<file path="config.mk">
export PLATFORM = sky130hd
export DESIGN_NAME = dzr_front
export DESIGN_NICKNAME = d
export VERILOG_FILES = /design/src/diamond_zbuffer_raster_top_assert.svh /design/src/dzr_pkg.sv /design/src/dzr_front.sv
export SDC_FILE = /design/constraint.sdc
export NUM_CORES = 1
export LEC_CHECK = 0
export BUFFER_PORTS_ARGS = -buffer_cell sky130_fd_sc_hd__clkbuf_2
export CELL_PAD_IN_SITES_DETAIL_PLACEMENT = 1
export CELL_PAD_IN_SITES_GLOBAL_PLACEMENT = 2
export CORE_AREA = 2 2 113 115
export CTS_CLUSTER_SIZE = 25
export DETAILED_ROUTE_END_ITERATION = 12
export DIE_AREA = 0 0 115 117
export MAX_ROUTING_LAYER = met4
export PLACE_DENSITY = 0.94
export SYNTH_ARGS = -nofsm -noshare
export SYNTH_HDL_FRONTEND = slang
export SYNTH_SLANG_ARGS = --single-unit
</file>
<file path="constraint.sdc">
create_clock -name clock -period 7.1 [get_ports clock]
set_input_delay 0.71 -clock clock [delete_from_list [all_inputs] [get_ports clock]]
set_output_delay 0.71 -clock clock [all_outputs]
set_load 0.02 [all_outputs]
</file>
<file path="src/diamond_zbuffer_raster_top_assert.svh">
// ----------------------------------------------------------------------------
// Assertion macros for the diamond z-buffer rasterizer
// Implication checks on the rising edge of clock, disabled in reset.
// ----------------------------------------------------------------------------
`ifndef DIAMOND_ZBUFFER_RASTER_TOP_ASSERT_SVH
`define DIAMOND_ZBUFFER_RASTER_TOP_ASSERT_SVH

// same-cycle implication
`define DZR_ASSERT_NOW(name, ante, cons, msg) \
   name: assert property (@(posedge clock) disable iff (reset) (ante) |-> (cons)) \
      else $error(msg);

// next-cycle implication
`define DZR_ASSERT_NEXT(name, ante, cons, msg) \
   name: assert property (@(posedge clock) disable iff (reset) (ante) |=> (cons)) \
      else $error(msg);

`endif

</file>
<file path="src/dzr_pkg.sv">
// ----------------------------------------------------------------------------
// dzr_pkg
// Types and constants shared by the diamond z-buffer rasterizer.
// ----------------------------------------------------------------------------
package dzr_pkg;

   localparam int CW = 13;
   localparam int DW = 24;
   localparam int CNT_W = 12;

   localparam logic [1:0] OP_DRAW  = 2'd0;
   localparam logic [1:0] OP_READ  = 2'd1;
   localparam logic [1:0] OP_CLEAR = 2'd2;

   localparam logic CSR_BG_GLYPH = 1'b0;
   localparam logic CSR_BG_DEPTH = 1'b1;

   typedef enum logic [1:0] {
      KIND_NOP,
      KIND_DRAW,
      KIND_READ,
      KIND_CLEAR
   } cmd_kind_type;

   typedef struct packed {
      cmd_kind_type       kind;
      logic signed [9:0]  pos_x;
      logic signed [9:0]  pos_y;
      logic signed [15:0] depth;
      logic [7:0]         glyph;
      logic [5:0]         half;
      logic [4:0]         read_row;
      logic [5:0]         read_col;
   } cmd_type;

   typedef struct packed {
      logic empty;
      logic full;
   } q_stat_type;

endpackage

</file>
<file path="src/dzr_front.sv">
// ----------------------------------------------------------------------------
// dzr_front
// Classify incoming commands and hold them in a two-entry queue.
// ----------------------------------------------------------------------------
module dzr_front import dzr_pkg::*; #(
   parameter int SCREEN_WIDTH  = 64,
   parameter int SCREEN_HEIGHT = 32
) (
   input  logic               clock,
   input  logic               reset,
   input  logic               push,
   input  logic [1:0]         op,
   input  logic signed [9:0]  pos_x,
   input  logic signed [9:0]  pos_y,
   input  logic signed [15:0] shape_depth,
   input  logic [7:0]         glyph,
   input  logic [5:0]         half_height,
   input  logic [4:0]         read_row,
   input  logic [5:0]         read_col,
   input  logic               pop,
   output cmd_type            head,
   output q_stat_type         stat
);

   cmd_type    entry_ff [2];
   cmd_type    cmd_new;
   logic       wr_ptr_ff, wr_ptr_in;
   logic       rd_ptr_ff, rd_ptr_in;
   logic [1:0] count_ff, count_in;
   logic       do_push, do_pop;

   always_comb begin
      cmd_new.pos_x    = pos_x;
      cmd_new.pos_y    = pos_y;
      cmd_new.depth    = shape_depth;
      cmd_new.glyph    = glyph;
      cmd_new.half     = half_height;
      cmd_new.read_row = read_row;
      cmd_new.read_col = read_col;
      unique case (op)
         OP_DRAW:  cmd_new.kind = (half_height == 6'd0) ? KIND_NOP : KIND_DRAW;
         OP_READ:  cmd_new.kind = (32'(read_row) < SCREEN_HEIGHT &&
                                   32'(read_col) < SCREEN_WIDTH) ? KIND_READ : KIND_NOP;
         OP_CLEAR: cmd_new.kind = KIND_CLEAR;
         default:  cmd_new.kind = KIND_NOP;
      endcase
   end

   assign do_push   = push && (count_ff != 2'd2);
   assign do_pop    = pop && (count_ff != 2'd0);
   assign wr_ptr_in = do_push ? ~wr_ptr_ff : wr_ptr_ff;
   assign rd_ptr_in = do_pop ? ~rd_ptr_ff : rd_ptr_ff;

   always_comb begin
      count_in = count_ff;
      if (do_push && !do_pop) begin
         count_in = count_ff + 2'd1;
      end else if (do_pop && !do_push) begin
         count_in = count_ff - 2'd1;
      end
   end

   always_ff @(posedge clock) begin
      if (reset) begin
         wr_ptr_ff <= 1'b0;
         rd_ptr_ff <= 1'b0;
         count_ff  <= 2'd0;
      end else begin
         wr_ptr_ff <= wr_ptr_in;
         rd_ptr_ff <= rd_ptr_in;
         count_ff  <= count_in;
      end
   end

   always_ff @(posedge clock) begin
      if (do_push) begin
         entry_ff[wr_ptr_ff] <= cmd_new;
      end
   end

   assign head       = entry_ff[rd_ptr_ff];
   assign stat.empty = (count_ff == 2'd0);
   assign stat.full  = (count_ff == 2'd2);

endmodule

</file>
==> metrics.md <==
| Metric | Value |
|---|---|
| Outcome | finished, final reports clean |
| Core ar. | 12300 sq um |
| Die Y | 117 um |
| Fin crit period | 3.02 ns |
| Drt initial violations | 105 |
| Top-area cell type share of the netlist area | 0.791 |
| Yosys warning total | 0 |
| Synth area leader | edfxtp_1 |
| Ports | 132 |
| CP Capture Type | output port |
| Ant diodes | 0 |
| Yosys reg bits | 131 |
| Inst Count DP | 504 |
| Sw power | 0.000689 W |
| Internal reg-to-reg setup slack | 5.07 ns |
| Cell Chain, Critical Path | buf_4 -> mux2_2 -> clkbuf_2 |
| Reg2reg end | entry_ff[0][38] |
| Routability cong. | 0.701 |
| Leakage power total | 2.36 nW |
| Starting Density | 0.389 |
| Vias | 2559 |
| Top cells by count, synth | edfxtp_1, mux2_2, buf_2, dfxtp_1, nor2_1 |
| Reg2reg path depth | 4 |
| Die area | 13500 sq um |
| Sequential area share after synthesis | 0.812 |
| DRC viols | 0 |
| CTS sink count | 131 |
| Clock root cell | clkbuf_16 |
| Layout Skew | 0.00588 ns |
| Finished Layout Cells | 536 |
| CP delay by family, top | flip-flops |
| Largest net degree at the start of global routing | 64 |
| Max Cap Viol | 0 |
| Worst min path class | input port to flip-flop |
| Switching Fraction | 0.287 |
| Clk Latency, worst-skew pair | 0.41 ns |
| Combinational power share | 0.244 |
| EDFF count, synth | 126 |
| Synth top area cells | edfxtp_1, mux2_2, dfxtp_1 |
| RSZ-0062 raised after global routing | no |
| VDD IR max | 0.000205 V |
| CTS clk-pin slew, worst paths | 0.05 ns |
| Sequential cell area | 3880 sq um |
| Total iterations of the first detailed-routing run | 5 |
| Critical-path top delay cell | dfxtp_2 |
| Net count after synthesis | 296 |
| Async SR Flop Fraction | 0 |
| Power per cell area | 390 nW/um^2 |
| Mapped Cells | 227 |
| CP peak stage delay | 0.79 ns |
| Antenna Violating Nets Remaining | 0 |
| Crit path buf inv count | 2 |
| Initial antenna violation count | 0 |
| Worst Hold Path Cells | 1 |
| CTS tree | built |
| # hold bufs at CTS | 0 |
| Critical Path RT | 6.39 ns |
| Crit share post-route | 0.426 |
| Vias in the first global route | 2768 |
| # resized after CTS | 0 |
| Final hold violations | 0 |
| First-pass GRT wire length | 13.8 mm |
| Avg Inst Size Synth | 21.1 sq um |
| Buffers on Ports | 131 |
| Global Route Usage Sum | 0.145 |
| Reg-to-Reg Start | count_ff[0] |
| Post-Route WL | 9.05 mm |
| F_max | 331 MHz |
| Fillers | 1202 |
| Hold path endpoint | entry_ff[0][9] |
| Share of layout cells above drive strength 1 | 0.583 |
| Seq pwr share | 0.427 |
| Setup TNS after final layout | 0 ns |
| Area occupied by multi-input gates | 852 sq um |
| Clock buffer depth | 2 |
| Distinct cells, synth | 16 |
| Total CTS buffers | 17 |
| Total Nets Final | 442 |
| Synth-to-Final Area Change | 28.8% |
| Row cnt | 41 |
| DR vias/cell | 4.77 |
| Worst Setup Start Kind | flip-flop |
| DP Wirelength | 5.78 mm |
| Least-Margin Pin Slew | 0.859 ns |
| Max_slew headroom | 0.428 |
| Hold Path Origin | read_row[3] |
| Pins Over Slew Limit | 0 |
| Wire per inst | 16.9 um |
| Final setup viols | 0 |
| Count leader, synth | edfxtp_1 |
| Clock power share | 0.329 |
| Die width | 115 um |
| P_int | 0.00172 W |
| Depth of the CTS H-tree | 4 |
| Worst-path fanout max | 34 |
| CP arrival | 2.31 ns |
| GRT overflow | 0 |
| Cell Area, Synth | 4780 sq um |
| Postcts setup bufs | 0 |
| Crit path kind | flip-flop to output port |
| Prevailing post-synth register cell | edfxtp_1 |
-- worst reg2reg max path, cell delays in order (launching register included) --
cell,delay [ns]
dfxtp_1,0.43
nor2b_1,0.12
or3_1,0.36
inv_2,0.06
buf_4,0.66
-- power groups by stage --
stage	sequential (W)	combinational [W]	clock (W)
after floorplan	0.00101	0.000428	0
after global placement	0.00103	0.000584	0
after detailed placement	0.00104	0.000596	0
after CTS	0.00103	0.000601	0.000810
after global routing	0.00104	0.000632	0.000840
final	0.00103	0.000586	0.000792
-- through the flow --
step                power, W  cell area [sq um]  utilization  setup slack (ns)  hold WS (ns)
floorplan            0.00144               4780            -              4.29         0.452
global placement     0.00162               5620        0.456              4.50         0.467
detailed placement   0.00164               5620        0.456              4.44         0.505
CTS                  0.00244               6160        0.500              4.00         0.476
global route         0.00251               6160        0.500              3.91         0.479
finish               0.00240               6160        0.500              4.08         0.492
-- worst max path at each step --
stage / startpoint / endpoint / slack, ns / depth (start not counted)
after floorplan: push / entry_ff[1][0] / 4.29 / 3
after global placement: flip-flop / head[46] / 4.50 / 3
after detailed placement: flip-flop / head[46] / 4.44 / 3
after CTS: flip-flop / head[42] / 4.00 / 3
after global routing: flip-flop / head[52] / 3.91 / 3
final: flip-flop / head[42] / 4.08 / 3
-- cells in the final DEF (no fill, tap or decap), types with 2 or more instances in the layout --
| cell | netlist | final |
|---|---|---|
| inv_1 | 4 | 3 |
| nor2_1 | 5 | 5 |
| xor2_1 | 3 | 3 |
| ha_1 | 2 | 2 |
| clkbuf_8 | 0 | 3 |
| a21oi_1 | 2 | 2 |
| clkbuf_2 | 0 | 131 |
| clkinv_2 | 0 | 4 |
| edfxtp_1 | 126 | 126 |
| o21ai_0 | 3 | 3 |
| clkbuf_1 | 0 | 7 |
| or3_1 | 2 | 2 |
| buf_4 | 0 | 3 |
| mux2_2 | 63 | 63 |
| dfxtp_1 | 5 | 4 |
| clkbuf_16 | 0 | 17 |
-- per-layer routing --
layer / part of all wire / global-route usage / wire length (um)
met1: 0.38 / 0.147 / 3480
met2: 0.54 / 0.254 / 4910
met3: 0.049 / 0.0391 / 443
met4: 0.024 / 0.0811 / 215
met5: 0 / - / 0
-- sequential cells by signal (all words and copies together), names as in the netlist, named ones only --
| name | flops |
|---|---|
| rd_ptr_ff | 1 |
| entry_ff | 126 |
| count_ff | 2 |
| wr_ptr_ff | 1 |
-- final cells by class --
class,count,share of cell area
clock inverters,5,0.00812
multi-input cells,85,0.138
flip-flops and latches,131,0.631
clock buffers,27,0.0800
well taps,150,0.0305
inverters,4,0.00244
repair buffers,134,0.110
-- cell families (layout without fill, tap and decap cells) --
logic type                 after synthesis  after routing  synth area share
muxes                                   63             63             0.148
and+or+nand+nor                         10             10            0.0107
adders and majority gates                2              2           0.00523
buffers and inverters                   11            170            0.0105
AOI/OAI and AO/OA                        7              7           0.00811
DFF                                    131            131             0.812
xor gates and xnor gates                 3              3           0.00549
Power figures use the tool's default switching activity.
